[src/rtl/core/esc_thr_pkg.sv]
`timescale 1ns / 1ps
// ----------------------------------------------------------------------------
// ESC throttle controller package
// Shared types, register map, command codes and fixed-point constants for the
// ESC pulse command unit with arm control and command-timeout failsafe.
// ----------------------------------------------------------------------------
package esc_thr_pkg;

  // Field widths.
  localparam int unsigned PulseW = 16;
  localparam int unsigned TimeW  = 32;
  localparam int unsigned CmdW   = 3;
  localparam int unsigned ThrW   = 16;

  // Configuration port geometry.
  localparam int unsigned DataW  = 32;
  localparam int unsigned AddrW  = 4;

  // Reset values of the configuration registers.
  localparam logic [PulseW-1:0] PulseMinRst   = 16'd1000;
  localparam logic [PulseW-1:0] PulseMaxRst   = 16'd2000;
  localparam logic [TimeW-1:0]  CmdTimeoutRst = 32'd500;

  // Throttle scaling: full scale is 100.00 percent in hundredths.
  localparam int unsigned ThrFull  = 10000;
  localparam int unsigned ThrRound = 5000;
  localparam int unsigned ThrCW    = 14;   // clamped throttle 0..10000
  localparam int unsigned SpanW    = PulseW + 1;
  localparam int unsigned ProdW    = ThrCW + 1 + SpanW;
  localparam int unsigned NumW     = 30;   // numerator stays below 2^30
  localparam int unsigned SumW     = 33;

  // Division by 10000 as a shift by four, then a reciprocal multiply for 625.
  // The reciprocal is exact for every dividend below 2^26.
  localparam int unsigned DivPreShift = 4;
  localparam int unsigned DivInW      = NumW - DivPreShift;
  localparam int unsigned RecipW      = 27;
  localparam logic [RecipW-1:0] RecipMult = 27'd109951163;
  localparam int unsigned RecipShift  = 36;
  localparam int unsigned DivProdW    = DivInW + RecipW;
  localparam int unsigned QuotW       = PulseW + 1;

  // Command codes.
  typedef enum logic [CmdW-1:0] {
    CMD_ARM          = 3'd0,
    CMD_DISARM       = 3'd1,
    CMD_SET_THROTTLE = 3'd2,
    CMD_SET_PULSE    = 3'd3,
    CMD_TICK         = 3'd4
  } cmd_e;

  // Register indexes (byte address divided by four).
  typedef enum logic [1:0] {
    REG_PULSE_MIN   = 2'd0,
    REG_PULSE_MAX   = 2'd1,
    REG_CMD_TIMEOUT = 2'd2
  } reg_idx_e;

  typedef struct packed {
    logic [PulseW-1:0] pulse_min_us;
    logic [PulseW-1:0] pulse_max_us;
    logic [TimeW-1:0]  cmd_timeout_ms;
  } cfg_t;

  typedef struct packed {
    logic              armed;
    logic [PulseW-1:0] target_us;
    logic [PulseW-1:0] output_us;
    logic [TimeW-1:0]  last_cmd_time;
  } state_t;

  // Item as held in the input register; the throttle arrives already turned
  // into the rounding numerator of the pulse mapping.
  typedef struct packed {
    logic [CmdW-1:0]   command;
    logic [TimeW-1:0]  now_ms;
    logic [NumW-1:0]   thr_num;
    logic [PulseW-1:0] pulse_req_us;
    logic              pwm_start_ok;
  } item_t;

  typedef struct packed {
    logic              armed_flag;
    logic [PulseW-1:0] pulse_out_us;
    logic              pulse_written;
    logic              pwm_start_req;
    logic              pwm_stop_req;
    logic              timed_out;
  } result_t;

  // Clamp a pulse into min..max, lower bound tested first.
  function automatic logic [PulseW-1:0] bound_pulse(input logic [PulseW-1:0] v,
                                                    input logic [PulseW-1:0] lo,
                                                    input logic [PulseW-1:0] hi);
    logic [PulseW-1:0] r;
    if (v < lo) begin
      r = lo;
    end else if (v > hi) begin
      r = hi;
    end else begin
      r = v;
    end
    return r;
  endfunction

endpackage

[src/rtl/core/esc_thr_update.sv]
`timescale 1ns / 1ps
// ----------------------------------------------------------------------------
// ESC throttle controller update logic
// Works out the next controller state and the result of one registered item:
// arm, disarm, throttle and pulse commands and the failsafe tick.
// ----------------------------------------------------------------------------
module esc_thr_update (
  input  esc_thr_pkg::cfg_t    cfg_i,
  input  esc_thr_pkg::state_t  state_i,
  input  esc_thr_pkg::item_t   item_i,
  output esc_thr_pkg::state_t  state_o,
  output esc_thr_pkg::result_t result_o
);

  logic [esc_thr_pkg::DivProdW-1:0] div_prod;
  logic [esc_thr_pkg::QuotW-1:0]    quot;
  logic [esc_thr_pkg::PulseW-1:0]   thr_pulse;
  logic [esc_thr_pkg::PulseW-1:0]   req_pulse;
  logic [esc_thr_pkg::TimeW-1:0]    elapsed;
  logic                             expired;

  // Divide the rounding numerator by 10000 and saturate to the pulse width.
  assign div_prod = esc_thr_pkg::DivProdW'(
                      item_i.thr_num[esc_thr_pkg::NumW-1:esc_thr_pkg::DivPreShift])
                    * esc_thr_pkg::DivProdW'(esc_thr_pkg::RecipMult);
  assign quot     = div_prod[esc_thr_pkg::RecipShift +: esc_thr_pkg::QuotW];
  assign thr_pulse = quot[esc_thr_pkg::QuotW-1] ? {esc_thr_pkg::PulseW{1'b1}}
                                                : quot[esc_thr_pkg::PulseW-1:0];

  assign req_pulse = esc_thr_pkg::bound_pulse(item_i.pulse_req_us, cfg_i.pulse_min_us,
                                              cfg_i.pulse_max_us);

  // Wrapping time since the last command, compared with the timeout.
  assign elapsed = item_i.now_ms - state_i.last_cmd_time;
  assign expired = elapsed > cfg_i.cmd_timeout_ms;

  // Command decode and state update.
  always_comb begin
    esc_thr_pkg::cmd_e cmd;
    cmd      = esc_thr_pkg::cmd_e'(item_i.command);
    state_o  = state_i;
    result_o = '0;
    case (cmd)
      esc_thr_pkg::CMD_ARM: begin
        result_o.pwm_start_req = 1'b1;
        if (item_i.pwm_start_ok) begin
          state_o.armed         = 1'b1;
          state_o.last_cmd_time = item_i.now_ms;
          state_o.target_us     = cfg_i.pulse_min_us;
          state_o.output_us     = esc_thr_pkg::bound_pulse(cfg_i.pulse_min_us,
                                    cfg_i.pulse_min_us, cfg_i.pulse_max_us);
          result_o.pulse_written = 1'b1;
        end
      end
      esc_thr_pkg::CMD_DISARM: begin
        state_o.armed          = 1'b0;
        state_o.target_us      = cfg_i.pulse_min_us;
        state_o.output_us      = esc_thr_pkg::bound_pulse(cfg_i.pulse_min_us,
                                   cfg_i.pulse_min_us, cfg_i.pulse_max_us);
        result_o.pulse_written = 1'b1;
        result_o.pwm_stop_req  = 1'b1;
      end
      esc_thr_pkg::CMD_SET_THROTTLE: begin
        if (state_i.armed) begin
          state_o.target_us      = thr_pulse;
          state_o.last_cmd_time  = item_i.now_ms;
          state_o.output_us      = esc_thr_pkg::bound_pulse(thr_pulse,
                                     cfg_i.pulse_min_us, cfg_i.pulse_max_us);
          result_o.pulse_written = 1'b1;
        end
      end
      esc_thr_pkg::CMD_SET_PULSE: begin
        if (state_i.armed) begin
          state_o.target_us      = req_pulse;
          state_o.last_cmd_time  = item_i.now_ms;
          state_o.output_us      = esc_thr_pkg::bound_pulse(req_pulse,
                                     cfg_i.pulse_min_us, cfg_i.pulse_max_us);
          result_o.pulse_written = 1'b1;
        end
      end
      esc_thr_pkg::CMD_TICK: begin
        if (!state_i.armed) begin
          // Hold the idle pulse while disarmed.
          if (state_i.output_us != cfg_i.pulse_min_us) begin
            state_o.output_us      = esc_thr_pkg::bound_pulse(cfg_i.pulse_min_us,
                                       cfg_i.pulse_min_us, cfg_i.pulse_max_us);
            result_o.pulse_written = 1'b1;
          end
        end else if ((state_i.output_us > cfg_i.pulse_min_us) && expired) begin
          // Failsafe: command silence above idle disarms the motor.
          state_o.armed          = 1'b0;
          state_o.target_us      = cfg_i.pulse_min_us;
          state_o.output_us      = esc_thr_pkg::bound_pulse(cfg_i.pulse_min_us,
                                     cfg_i.pulse_min_us, cfg_i.pulse_max_us);
          result_o.pulse_written = 1'b1;
          result_o.pwm_stop_req  = 1'b1;
          result_o.timed_out     = 1'b1;
        end else if (state_i.output_us != state_i.target_us) begin
          state_o.output_us      = esc_thr_pkg::bound_pulse(state_i.target_us,
                                     cfg_i.pulse_min_us, cfg_i.pulse_max_us);
          result_o.pulse_written = 1'b1;
        end
      end
      default: begin
        state_o = state_i;
      end
    endcase
    result_o.armed_flag   = state_o.armed;
    result_o.pulse_out_us = state_o.output_us;
  end

endmodule

[config.mk]
export PLATFORM = sky130hd
export DESIGN_NAME = esc_thr_update
export DESIGN_NICKNAME = d
export VERILOG_FILES = /design/src/rtl/core/esc_thr_pkg.sv /design/src/rtl/core/esc_thr_update.sv
export SDC_FILE = /design/constraint.sdc
export NUM_CORES = 1
export LEC_CHECK = 0
export BUFFER_PORTS_ARGS = -buffer_cell sky130_fd_sc_hd__buf_4
export CORE_ASPECT_RATIO = 1.5
export CORE_MARGIN = 4
export CORE_UTILIZATION = 34
export DETAILED_ROUTE_END_ITERATION = 10
export PLACE_DENSITY = 0.6
export REMOVE_ABC_BUFFERS = 1
export SLEW_MARGIN = 25
export SYNTH_ARGS = -nofsm -noshare
export SYNTH_HDL_FRONTEND = slang
export SYNTH_SLANG_ARGS = --single-unit
[constraint.sdc]
create_clock -name vclk -period 15.14
set_input_delay 0 -clock vclk [all_inputs]
set_output_delay 0 -clock vclk [all_outputs]
set_load 0.01 [all_outputs]
; ---- Word-level counts from Yosys, hierarchy flattened
; Index checks and enable logic that the tools add are counted.
[op_classes]
n_addsub = 1
reduce_logical = 3
mux = 35
multipliers = 1
magnitude_cmp = 12
n_eq_ne = 6
[ops]
columns = cell, n
row1 = $mux 16, 15
row2 = $pmux 32 s5, 1
row3 = $mux 64, 2
row4 = $gt 16x16->1, 6
row5 = $pmux 32 s3, 1
row6 = $lt 16x16->1, 5
row7 = $mux 65, 1
row8 = $mul 26x27->53 const B, 1
row9 = $mux 17, 2
row10 = $gt 32x32->1, 1
row11 = $ne 16x16->1, 2
row12 = $sub 32x32->32, 1
row13 = $mux 1, 8
row14 = $eq 3x2->1 const B, 2
row15 = $mux 2, 2
row16 = $pmux 1 s4, 1
row17 = $eq 3x1->1 const B, 1
row18 = $eq 3x3->1 const B, 1
row19 = $logic_not 3->1, 1
row20 = $pmux 1 s3, 1
row21 = $pmux 1 s2, 1
row22 = $reduce_or 2->1, 1
row23 = $logic_and 1x1->1, 1
[totals]
elab_cells = 58
output_inout_bits = 86
inputBits = 211
regBits = 0

; ---- Longest topological paths before layout
[logic_depth]
ltp_word = 8
depth_mapped = 39
ltp_nobuf = 37

; ---- Least setup slack after synthesis
; No wires, ideal clock.
[synth_timing]
kind = input to output
start = in item_i[41] in the netlist's numbering
end = out state_o[32] in the netlist's numbering
cell_stages = 35
slack_ns = 6.765
required_ns = 15.140
n_path_buf = 2
arrival_ns = 8.375
cell_sequence = fa_1 > inv_1 > fa_1 > inv_1 > fa_1 > fa_1 > fa_1 > fa_1 > inv_1 > fa_1 > inv_1 > ha_1 > nand4_1 > nor4_1 > nand3_1 > o221a_2 > a21boi_4 > o2111ai_2 > a21oi_2 > o21ai_0 > xor2_1 > nand2_1 > ha_1 > a21o_1 > a21oi_1 > o21ai_0 > a21oi_1 > nor2b_1 > o31a_1 > o22ai_1 > clkbuf_1 > mux2i_1 > mux2i_1 > o221ai_1 > buf_4
[synth_lines]
columns = item, line_no
row1 = start: declaration, esc_thr_update.sv:10  ; input esc_thr_pkg::item_t item_i,
row2 = end: declaration, esc_thr_update.sv:11  ; output esc_thr_pkg::state_t state_o,

==> reports/results.tsv <==
stage	metric	value	unit
run_status	status	completed	
finish	fraction of layout instances using a drive strength above 1	12.2	%
global_route	vias in the first global route	21600	
finish	Ant. Diodes	0	
timing	RSZ-0062 raised after global routing	no	
detailed_routing	final antenna-violating net count	0	
place	buffers added on ports	293	
timing	slew margin rel.	21.2	%
detailed_routing	First-pass DRT Iterations	7	
synth	Avg Cell Area, Syn	8.22	um2
place	pre-CTS setup slack	5.07	ns
global_route	first-pass GRT wire length	128000	um
synth	Ys Warns	0	
detailed_routing	initial drt markers	1476	
setup_path	Worst Path Max Fanout	34	
floorplanning	die area	69200	um2
place	Placer Congestion	1.05	
floorplanning	Core Region	64500	um2
power_and_ir_drop	PwrDens	239	nW/um2
detailed_routing	detailed-route via count	20600	
floorplanning	IO Pins	297	
timing	min Tclk post-route	10.18	ns
synth	cell taking the most area after synthesis	ha_1	
timing	hold_ws	0.305	ns
timing	max frequency	98.3	MHz
setup_path	startpoint types	primary input	
finish	area delta synth->final	13.9	%
finish	final net count	3925	
setup_path	Req. time, crit path	15.14	ns
setup_path	Max stage delay on crit path	0.58	ns
detailed_routing	WL per Instance	22.4	um
global_route	global route overflow	0	
finish	FF/Latch Area	0	um2
timing	Worst-Margin Slew	1.17	ns
synth	ranking of synthesized cells by area	ha_1, fa_1, inv_1, a21oi_1, o21ai_0	
global_route	largest net degree at the start of global routing	58	
synth	most frequent cells after synthesis	inv_1, ha_1, fa_1, nor2_1, a21oi_1	
global_route	GRT Util Overall	24.0	%
global_route	antenna violations before repair	0	
synth	Cell variety after synth	86	
clock_network	Post-CTS Resized	0	
synth	most frequent cell after synthesis	inv_1	
floorplanning	die width	216	um
run	Max Cap Viol	0	
timing	endpoints failing hold	0	
timing	# setup viols final	0	
floorplanning	die height	320	um
setup_path	Crit Path Class	in2out	
timing	Slew Viols, Final	0	
floorplanning	row cnt	114	
synth	Synth Instances	2689	
detailed_routing	DRC Markers	0	
setup_path	CP max stage cell	fa_1	
setup_path	Largest delay share family, worst path	adder cells	
power_and_ir_drop	Peak VDD IR	0.240	mV
finish	number of sequential cells	0	
synth	share of the synthesized area in the top cell type	27.3	%
detailed_routing	drt via density	5.44	
finish	fill count	6805	
synth	Syn Std Cell Area	22100	um2
synth	sequential-to-total area share from yosys stat	0	%
floorplanning	initial core utilization	34.3	%
clock_network	Hold-fix buffers, CTS	0	
detailed_routing	Total Wirelength	85000	um
place	DP HPWL	74900	um
finish	CLK BUF	0	
setup_path	CP bufs+invs	9	
setup_path	Critical Path AT	10.18	ns
power_and_ir_drop	Leakage	13.3	nW
timing	Period Utilization, post-route	67.2	%
timing	Setup TNS	0	ns
finish	multi-input logic area	19400	um2
min_path	hold crit path type	in2out	
setup_path	type of destination of the critical path	output port	
power_and_ir_drop	Tot Pwr	6.01	mW
timing	Setup WS post-layout	4.96	ns
clock_network	setup bufs post-CTS	0	
finish	final core occ	39.0	%
==> layout by cell type, fill, tap and decap left out, types with 14 or more instances in the layout <==
master    Yosys  layout
a211oi_1     24      24
a21o_1       46      46
a21oi_1     143     143
a221oi_1     16      16
a22oi_1      14      14
a31oi_1      15      15
buf_4        18     309
fa_1        301     301
ha_1        483     483
inv_1       632     632
mux2i_1      35      35
nand2_1     135     135
nand2b_1     15      15
nand3_1      44      44
nand4_1      45      45
nor2_1      146     145
nor2b_1      23      23
nor3_1       40      39
o211ai_1     23      23
o21a_1       24      24
o21ai_0     139     138
xnor2_1      29      29
xor2_1       27      26
==> stage by stage <==
| stage | cells | cell area, um2 |
|---|---|---|
| 6_report | 3798 | 25200 |
| 5_1_grt | 3798 | 25200 |
| 4_1_cts | 3798 | 25200 |
| 3_5_place_dp | 3798 | 25200 |
| 3_3_place_gp | 3798 | 25200 |
| 2_1_floorplan | 2619 | 21700 |
==> worst min-delay path, stage by stage <==
cell and delay, ns:
buf_4 0.08, nand2_1 0.04, o21ai_0 0.06, buf_4 0.12
==> power breakdown <==
group | switching, mW | internal, mW
sequential | 0 | 0
combinational | 3.63 | 2.38
clock | 0 | 0
total | 3.63 | 2.38
==> logic make-up after synthesis <==
logic type	count (synthesis)	share of synthesized area (%)
AOI/OAI and AO/OA	578	17.2
xor gates and xnor gates	56	2.22
adders and majority gates	784	54.6
buffers and inverters	702	12.4
muxes	45	2.09
and+or+nand+nor	524	11.5
==> worst paths after layout <==
check  startpoint           to  slack, ns  cells past startpoint
max    item_i[27]  state_o[47]       4.96                     38
min    item_i[54]   state_o[7]       0.30                      4
==> final cells by class <==
type,instances,share of cell area (%)
Multi-Input combinational cell,1987,77.0
Inverter,632,9.42
Timing Repair Buffer,309,9.22
Tap cell,870,4.32
==> layer usage <==
| metal | track usage [%] | up-vias | wire length (um) |
|---|---|---|---|
| li1 | - | 9542 | - |
| met1 | 25.4 | 9842 | 29400 |
| met2 | 43.2 | 906 | 41900 |
| met3 | 2.40 | 356 | 4550 |
| met4 | 19.1 | 0 | 9120 |
| met5 | 0 | - | 0 |
(Power assumes the default switching activity.)
