<file path="src/rtl/core/esc_thr_pkg.sv">
`timescale 1ns / 1ps
// ----------------------------------------------------------------------------
// ESC throttle controller package
// Shared types, register map, command codes and fixed-point constants for the
// ESC pulse command unit with arm control and command-timeout failsafe.
// ----------------------------------------------------------------------------
package esc_thr_pkg;

  // Field widths.
  localparam int unsigned PulseW = 16;
  localparam int unsigned TimeW  = 32;
  localparam int unsigned CmdW   = 3;
  localparam int unsigned ThrW   = 16;

  // Configuration port geometry.
  localparam int unsigned DataW  = 32;
  localparam int unsigned AddrW  = 4;

  // Reset values of the configuration registers.
  localparam logic [PulseW-1:0] PulseMinRst   = 16'd1000;
  localparam logic [PulseW-1:0] PulseMaxRst   = 16'd2000;
  localparam logic [TimeW-1:0]  CmdTimeoutRst = 32'd500;

  // Throttle scaling: full scale is 100.00 percent in hundredths.
  localparam int unsigned ThrFull  = 10000;
  localparam int unsigned ThrRound = 5000;
  localparam int unsigned ThrCW    = 14;   // clamped throttle 0..10000
  localparam int unsigned SpanW    = PulseW + 1;
  localparam int unsigned ProdW    = ThrCW + 1 + SpanW;
  localparam int unsigned NumW     = 30;   // numerator stays below 2^30
  localparam int unsigned SumW     = 33;

  // Division by 10000 as a shift by four, then a reciprocal multiply for 625.
  // The reciprocal is exact for every dividend below 2^26.
  localparam int unsigned DivPreShift = 4;
  localparam int unsigned DivInW      = NumW - DivPreShift;
  localparam int unsigned RecipW      = 27;
  localparam logic [RecipW-1:0] RecipMult = 27'd109951163;
  localparam int unsigned RecipShift  = 36;
  localparam int unsigned DivProdW    = DivInW + RecipW;
  localparam int unsigned QuotW       = PulseW + 1;

  // Command codes.
  typedef enum logic [CmdW-1:0] {
    CMD_ARM          = 3'd0,
    CMD_DISARM       = 3'd1,
    CMD_SET_THROTTLE = 3'd2,
    CMD_SET_PULSE    = 3'd3,
    CMD_TICK         = 3'd4
  } cmd_e;

  // Register indexes (byte address divided by four).
  typedef enum logic [1:0] {
    REG_PULSE_MIN   = 2'd0,
    REG_PULSE_MAX   = 2'd1,
    REG_CMD_TIMEOUT = 2'd2
  } reg_idx_e;

  typedef struct packed {
    logic [PulseW-1:0] pulse_min_us;
    logic [PulseW-1:0] pulse_max_us;
    logic [TimeW-1:0]  cmd_timeout_ms;
  } cfg_t;

  typedef struct packed {
    logic              armed;
    logic [PulseW-1:0] target_us;
    logic [PulseW-1:0] output_us;
    logic [TimeW-1:0]  last_cmd_time;
  } state_t;

  // Item as held in the input register; the throttle arrives already turned
  // into the rounding numerator of the pulse mapping.
  typedef struct packed {
    logic [CmdW-1:0]   command;
    logic [TimeW-1:0]  now_ms;
    logic [NumW-1:0]   thr_num;
    logic [PulseW-1:0] pulse_req_us;
    logic              pwm_start_ok;
  } item_t;

  typedef struct packed {
    logic              armed_flag;
    logic [PulseW-1:0] pulse_out_us;
    logic              pulse_written;
    logic              pwm_start_req;
    logic              pwm_stop_req;
    logic              timed_out;
  } result_t;

  // Clamp a pulse into min..max, lower bound tested first.
  function automatic logic [PulseW-1:0] bound_pulse(input logic [PulseW-1:0] v,
                                                    input logic [PulseW-1:0] lo,
                                                    input logic [PulseW-1:0] hi);
    logic [PulseW-1:0] r;
    if (v < lo) begin
      r = lo;
    end else if (v > hi) begin
      r = hi;
    end else begin
      r = v;
    end
    return r;
  endfunction

endpackage

</file>
<file path="src/rtl/core/esc_thr_regs.sv">
`timescale 1ns / 1ps
// ----------------------------------------------------------------------------
// ESC throttle controller register file
// APB-style configuration registers: minimum pulse, maximum pulse and the
// command timeout, with read-back.
// ----------------------------------------------------------------------------
module esc_thr_regs #(
  parameter logic [esc_thr_pkg::PulseW-1:0] PulseMinRst   = esc_thr_pkg::PulseMinRst,
  parameter logic [esc_thr_pkg::PulseW-1:0] PulseMaxRst   = esc_thr_pkg::PulseMaxRst,
  parameter logic [esc_thr_pkg::TimeW-1:0]  CmdTimeoutRst = esc_thr_pkg::CmdTimeoutRst
) (
  input  logic                             clk_i,
  input  logic                             rst_ni,
  input  logic                             psel,
  input  logic                             penable,
  input  logic                             pwrite,
  input  logic [esc_thr_pkg::AddrW-1:0]    paddr,
  input  logic [esc_thr_pkg::DataW-1:0]    pwdata,
  output logic [esc_thr_pkg::DataW-1:0]    prdata,
  output logic                             pready,
  output esc_thr_pkg::cfg_t                cfg_o
);

  esc_thr_pkg::cfg_t     cfg_q, cfg_d;
  esc_thr_pkg::reg_idx_e idx;
  logic                  wr_en;

  assign pready = 1'b1;
  assign idx    = esc_thr_pkg::reg_idx_e'(paddr[3:2]);
  assign wr_en  = psel & penable & pwrite & pready;

  // Register write decode; an address beyond the map is ignored.
  always_comb begin
    cfg_d = cfg_q;
    if (wr_en) begin
      case (idx)
        esc_thr_pkg::REG_PULSE_MIN:   cfg_d.pulse_min_us   = pwdata[esc_thr_pkg::PulseW-1:0];
        esc_thr_pkg::REG_PULSE_MAX:   cfg_d.pulse_max_us   = pwdata[esc_thr_pkg::PulseW-1:0];
        esc_thr_pkg::REG_CMD_TIMEOUT: cfg_d.cmd_timeout_ms = pwdata[esc_thr_pkg::TimeW-1:0];
        default:                      cfg_d = cfg_q;
      endcase
    end
  end

  always_ff @(posedge clk_i or negedge rst_ni) begin
    if (!rst_ni) begin
      cfg_q.pulse_min_us   <= PulseMinRst;
      cfg_q.pulse_max_us   <= PulseMaxRst;
      cfg_q.cmd_timeout_ms <= CmdTimeoutRst;
    end else begin
      cfg_q <= cfg_d;
    end
  end

  // Read-back multiplexer.
  always_comb begin
    case (idx)
      esc_thr_pkg::REG_PULSE_MIN:   prdata = {16'd0, cfg_q.pulse_min_us};
      esc_thr_pkg::REG_PULSE_MAX:   prdata = {16'd0, cfg_q.pulse_max_us};
      esc_thr_pkg::REG_CMD_TIMEOUT: prdata = cfg_q.cmd_timeout_ms;
      default:                      prdata = '0;
    endcase
  end

  assign cfg_o = cfg_q;

endmodule

</file>
<file path="config.mk">
export PLATFORM = sky130hd
export DESIGN_NAME = esc_thr_regs
export DESIGN_NICKNAME = d
export VERILOG_FILES = /design/src/rtl/core/esc_thr_pkg.sv /design/src/rtl/core/esc_thr_regs.sv
export SDC_FILE = /design/constraint.sdc
export NUM_CORES = 1
export LEC_CHECK = 0
export ABC_CLOCK_PERIOD_IN_PS = 1320
export BUFFER_PORTS_ARGS = -buffer_cell sky130_fd_sc_hd__buf_4
export CORE_UTILIZATION = 30
export DETAILED_ROUTE_END_ITERATION = 8
export PLACE_DENSITY_LB_ADDON = 0.05
export SLEW_MARGIN = 20
export SYNTH_ARGS = -nofsm -noshare
export SYNTH_HDL_FRONTEND = slang
export SYNTH_SLANG_ARGS = --single-unit
</file>
<file path="constraint.sdc">
create_clock -name clk_i -period 1.32 [get_ports clk_i]
set_clock_uncertainty 0.1 [all_clocks]
set_input_delay 0.066 -clock clk_i [delete_from_list [all_inputs] [get_ports clk_i]]
set_output_delay 0.066 -clock clk_i [all_outputs]
set_load 0.03 [all_outputs]
</file>
Word level (Yosys, flattened, before mapping). Index checks and enable logic that the tools add are counted.

Eq/ne operators: 2. Multiplexer cells: 1. Bitwise logic cells: 2. Reductions and logical operators: 4.

Operators by type and width (count): case mux 32 bit (3 select lines) (1); AND reduction 2 bit (3); AND 1 bit (2); equality test 2 x 1 -> 1 bit, second input constant (1); equality test 2 bit, second input constant (1); zero test 2 bit (1).

Register bits: 64. Output and inout bits: 97. Word-level logic and storage cells: 12.

Depth between registers and ports, before layout. Gate-level depths: netlist of the first run.

Depth in word-level cells: 3. Gate-level depth with buffers: 5. Mapped depth without buffers: 3.

Worst setup path after synthesis of the first run. Ideal clock, no wire load.

Path type: reg2out. Start point: reg cfg_q, in the netlist cfg_o[2]. End point: out prdata[2] (netlist name). Data arrival time: 1.398 ns. Required time: 1.154 ns. Slack: -0.244 ns. Cell stages (with the launch flop): 3. Path buffers: 0. Cell sequence: dfstp_2 -> mux2i_1 -> o21ai_0.

Longest elaborated chain between the ends: 1.

Ends and longest elaborated chain: from (decl) (RTL line esc_thr_regs.sv:24) `esc_thr_pkg::cfg_t cfg_q, cfg_d;`; from (signal assigned) (RTL line esc_thr_regs.sv:51) `cfg_q <= cfg_d;`; case mux 32 bit (3 select lines) (RTL line esc_thr_regs.sv:57) `case (idx)`; to (decl) (RTL line esc_thr_regs.sv:19) `output logic [esc_thr_pkg::DataW-1:0] prdata,`.

Every way passes these cells.

Final worst setup path of the first run. Same ends and word-level chain as after synthesis.

==> summary.txt, run 1 <==
Outcome
  – Status: finished with violations
  – Failing checks: setup timing

Synthesis
  – Synth area leader: dfrtp_1
  – Commonest register cell after synthesis: dfrtp_1
  – Synth top area cells: dfrtp_1 40%, mux2_2 25%, dfstp_2 16%
  – Netlist cell types: 18
  – Mapped cell area: 2899 um2
  – Synth Register Bits: 64
  – Synth top area share: 39.71%
  – Syn nets: 254
  – Register area share after synthesis: 56.02%
  – Warnings from Yosys: 0
  – FFs w/ async S/R, synth: 100.0%
  – Avg Cell Area, Syn: 13.61 um2
  – Top cells by count, synth: 64 x mux2_2, 46 x dfrtp_1, 18 x dfstp_2
  – Most numerous cell in the Yosys netlist: mux2_2
  – Synth Instances: 213
  – Post-synth EDFFs: 0

Drt
  – DRT met1 WL: 3.671 mm
  – Drt total wl: 8.089 mm
  – DRT antenna net count: 0
  – Via/cell ratio: 4.348
  – Number of DRC markers in iteration 0: 34
  – # DRC: 0
  – WL/cell: 14.68 um
  – First-pass DRT Iterations: 4
  – Metal3 WL: 399 um
  – Vias: 2396
  – Top Layer Used: met4
  – Met2 WL: 3.945 mm

Layout
  – Net count reported at finish: 458
  – Number of flip-flops in the largest register: 64
  – Cell Count, Final, Fillers Out: 551
  – Area grow syn2layout: 71.08%
  – Share of cells above drive strength 1: 66.59%
  – # diodes: 0

Power
  – Comb pwr share: 44.5%
  – Pwr/cell area: 1613 nW/um2
  – Switching share of power: 37.10%
  – Sw power: 2.968 mW
  – Sequential share of power: 35.7%
  – Internal Power: 5.032 mW
  – Clock power share: 19.8%
  – Max VDD drop: 0.0007949 V
  – P_leak: 2.373 nW

Timing
  – Setup-failing EPs final: 8
  – Fin. max-slew vios: 0
  – Fin crit period: 1.423 ns
  – Hold_ws: 0.1573 ns
  – Crit share post-route: 107.8%
  – Hold Violations, Final: 0
  – RSZ-0062 raised after global routing: yes
  – F_max: 702.7 MHz
  – Final WS setup: -0.1032 ns

Die
  – I/O pin count: 138
  – Initial Util: 31.23%
  – Die X: 100.3 um
  – Die Area: 10060 um2
  – Core box area: 9284 um2
  – Site row count: 35
  – Chip height: 100.3 um

Placement
  – Detail Placement HPWL: 5.386 mm
  – Cells after DPL: 475
  – Count of buffers from port buffering: 134
  – Routability congestion estimate: 0.6705
  – Post-placement worst setup slack: -0.08797 ns

Critical path
  – CP Data Required Time: 1.15 ns
  – WP data arrival: 1.26 ns
  – Reg2Reg Setup Slack: 0.23 ns
  – Peak fanout along the critical path: 2
  – Startpoint Class: register
  – Setup crit end kind: primary output
  – Worst setup path class: register to primary output

Clocking
  – Worst-case clock buffer depth: 2
  – Clock slew at reported path FFs: 0.07 ns
  – Worst-Skew Late Latency: 0.33 ns
  – TritonCTS clock tree: done
  – Clk sink count: 64
  – Clk root buf: clkbuf_8
  – CTS Buf Count: 9
  – # H-tree levels: 3

Flow run
  – Number of max-cap violations: 0

GRT
  – Number of global-route vias before repair: 2382
  – First-pass GRT wire length: 12.60 mm
  – Overflow after GRT: 0
  – GRT Total Usage: 16.29%
  – Initial antenna violation count: 0
  – Largest net degree at the start of global routing: 65

Min path
  – Hold crit path type: input pin to async pin
power groups by stage:
stage	registers (mW)	clock network, mW	logic [mW]
global route	2.93	1.72	3.76
floorplan	3.78	0	0.941
CTS	2.87	1.65	3.37
global placement	2.92	0	3.06
detailed placement	2.92	0	3.09
finish	2.86	1.58	3.56
metrics by stage:
step	cell area [um2]	utilization, %	setup TNS (ns)	power, mW
5_1_grt	4960	53.42	-1.299	8.403
3_3_place_gp	4169	44.91	-2.550	5.981
3_5_place_dp	4169	44.91	-2.836	6.010
4_1_cts	4803	51.74	-0.7577	7.881
6_report	4960	53.42	-0.5228	8.000
2_1_floorplan	2932	-	-0.02041	4.721
metal layers:
metal	track usage [%]	vias up
li1	-	1152
met1	21.43	1164
met2	26.24	73
met3	4.039	7
met4	5.463	0
met5	0	-
what timing repair did:
item,4_1_cts,5_1_grt
gates resized for setup,7,14
hold buffers,33,0
setup buffers,13,14
endpoints found under the hold margin,128,0
endpoints found under the setup margin,10,38
pin swaps,1,1
cell families (layout without fill, tap and decap cells):
| kind of cell | count (synthesis) | after routing | synth area share [%] |
|---|---|---|---|
| AOI/OAI and AO/OA | 16 | 16 | 2.762 |
| buffers and inverters | 14 | 223 | 3.323 |
| DFF | 64 | 64 | 56.02 |
| muxes | 80 | 80 | 30.38 |
| other | 1 | 1 | 0.1294 |
| and+or+nand+nor | 38 | 38 | 7.380 |
final timing paths:
kind | depth (start not counted) | to | startpoint
worst max-delay path | 3 | prdata[2] | cfg_o[2]
worst min-delay path | 3 | cfg_o[58] | rst_ni
worst max register to register | 3 | cfg_o[0] | cfg_o[0]
worst min register to register | 1 | cfg_o[17] | cfg_o[17]
max in group asynchronous | 3 | cfg_o[51] | rst_ni
min in group clk_i | 4 | cfg_o[58] | paddr[3]
cells in the final DEF (no fill, tap or decap):
cell type / netlist / layout
and2_1: 16 / 16
nand2_2: 0 / 1
nor3_4: 0 / 1
buf_12: 0 / 5
nor2b_1: 2 / 2
o21ai_2: 0 / 8
nor3b_4: 0 / 1
buf_6: 1 / 19
clkbuf_1: 4 / 3
dfrtp_1: 46 / 46
nand3_2: 1 / 1
mux2i_1: 16 / 16
clkbuf_8: 0 / 9
buf_4: 6 / 150
nand2_1: 16 / 15
conb_1: 1 / 1
dfstp_2: 18 / 18
o21ai_1: 0 / 8
mux2_2: 64 / 64
dlygate4sd3_1: 0 / 33
bufinv_16: 0 / 1
clkinv_2: 0 / 3
or3b_1: 1 / 1
layout make-up:
class	count	area, um2
fill	847	4324
timing repair buffer	207	1770
tap	129	161.4
multi-input combinational	135	1224
clock buffer	12	135.1
clock inverter	4	45.04
sequential	64	1624
worst max-delay path: stages (launching register included):
cell and delay [ns]:
dfstp_2 0.54, mux2i_1 0.08, o21ai_1 0.13, buf_4 0.18
No activity file was read; power rests on OpenSTA's default activity.
==> run 2: changes to the inputs <==
CORE_UTILIZATION = 46   (was 30)
==> summary.txt, run 2 (synthesis results as in run 1) <==
Outcome
  – Status: finished with violations
  – Failing checks: setup timing

Timing
  – Fin. max-slew vios: 0
  – Hold Violations, Final: 0
  – Crit share post-route: 107.1%
  – Final WS setup: -0.09376 ns
  – F_max: 707.3 MHz
  – RSZ-0062 raised after global routing: yes
  – Setup-failing EPs final: 8
  – Fin crit period: 1.414 ns

Critical path
  – Reg2reg end: cfg_o[1]
  – Worst reg2reg path depth: 2
  – Worst r2r src: cfg_o[1]
  – WP data arrival: 1.25 ns
  – Worst Setup EP: prdata[9]
  – Worst setup path class: register to primary output
  – CP Data Required Time: 1.15 ns
  – Peak fanout along the critical path: 2
  – Crit path launch: cfg_o[57]
  – Startpoint Class: register
  – Reg2Reg Setup Slack: 0.32 ns
  – Setup crit end kind: primary output

Die
  – Initial Util: 48.39%
  – Die Area: 6624 um2
  – Die X: 81.39 um
  – Chip height: 81.39 um
  – Core box area: 5991 um2
  – Site row count: 28
  – I/O pin count: 138

GRT
  – GRT Total Usage: 23.92%
  – Largest net degree at the start of global routing: 65
  – First-pass GRT wire length: 11.54 mm
  – Initial antenna violation count: 0
  – Overflow after GRT: 0
  – Number of global-route vias before repair: 2341

Drt
  – DRT antenna net count: 0
  – Vias: 2377
  – Drt total wl: 7.552 mm
  – First-pass DRT Iterations: 3
  – Via/cell ratio: 4.911
  – # DRC: 0
  – Number of DRC markers in iteration 0: 63
  – WL/cell: 15.60 um

Power
  – P_leak: 2.295 nW
  – Pwr/cell area: 1694 nW/um2
  – Max VDD drop: 0.001167 V

Clocking
  – Clk root buf: clkbuf_8
  – Clk sink count: 64
  – Clock slew at reported path FFs: 0.07 ns
  – Worst-case clock buffer depth: 2
  – TritonCTS clock tree: done
  – CTS Buf Count: 9
  – # H-tree levels: 3
  – Worst-Skew Late Latency: 0.32 ns

Layout
  – Number of flip-flops in the largest register: 64
  – Commonest non-fill, non-tap cell in the layout: buf_4
  – # fillers: 395
  – Most frequent cells in the layout: 148 x buf_4, 64 x mux2_2, 46 x dfrtp_1
  – # diodes: 0
  – Share of cells above drive strength 1: 65.77%
  – Area grow syn2layout: 64.35%
  – Layout Utilization: 79.53%
  – Net count reported at finish: 445

Placement
  – Detail Placement HPWL: 5.037 mm
  – Post-placement worst setup slack: -0.1008 ns
  – Routability congestion estimate: 0.6996
  – Count of buffers from port buffering: 134

Flow run
  – Number of max-cap violations: 0

Min path
  – Hold crit path type: input pin to async pin
[run 2: changes by cell type in the layout (fill, tap and decap cells not counted), sizes merged]
cell    previous run  this run
buf              174       161
bufinv             1         2
clkbuf            12        13
clkinv             3         1
[run 2: cell type report]
type	instances	area [um2]	area share [%]
repair buffers	194	1605	33.69
well taps	75	93.84	1.970
clock buffers	13	148.9	3.125
flip-flops and latches	64	1624	34.09
clock inverters	3	65.06	1.366
multi-input cells	135	1227	25.76
[run 2: worst min-delay path by stage]
stage,from,end,depth (start not counted)
finish,rst_ni,cfg_o[25],3
global route,rst_ni,cfg_o[21],3
CTS,rst_ni,cfg_o[21],3
detailed placement,rst_ni,cfg_o[21],2
global placement,rst_ni,cfg_o[25],2
floorplan,rst_ni,cfg_o[0],0
[run 2: per-layer routing]
metal,global-route usage (%),share of wire [%],vias up
li1,-,-,1123
met1,31.45,44,1165
met2,38.92,50,80
met3,4.607,4.9,9
met4,9.286,0.99,0
met5,0,0,-
[run 2: timing repair]
item,in CTS,in global routing
endpoints found under the hold margin,128,0
pin swaps,2,6
setup buffers,5,8
setup endpoints to repair,9,20
gates cloned,0,0
hold buffers,33,0
gates resized for setup,7,7
[run 2: worst max-delay path, stage by stage (launching register included)]
cell	delay (ns)
dfstp_2	0.54
mux2i_1	0.08
o21ai_2	0.15
buf_6	0.15
[run 2: power breakdown]
group,leakage [nW],internal [mW],switching (mW)
sequential,0.753,2.52,0.358
combinational,1.44,1.50,1.87
clock,0.108,1.12,0.708
total,2.30,5.13,2.94
[run 2: through the flow]
step	area, um2	cells	TNS, ns	power, mW	hold slack, ns
6_report	4765	484	-0.6506	8.070	0.1495
3_5_place_dp	4079	423	-2.370	5.998	-0.01007
4_1_cts	4687	477	-0.7588	7.999	0.1657
5_1_grt	4765	484	-1.393	8.431	0.1818
2_1_floorplan	2932	213	-0.02041	4.721	-0.3296
3_3_place_gp	4079	423	-1.413	5.935	-0.007002
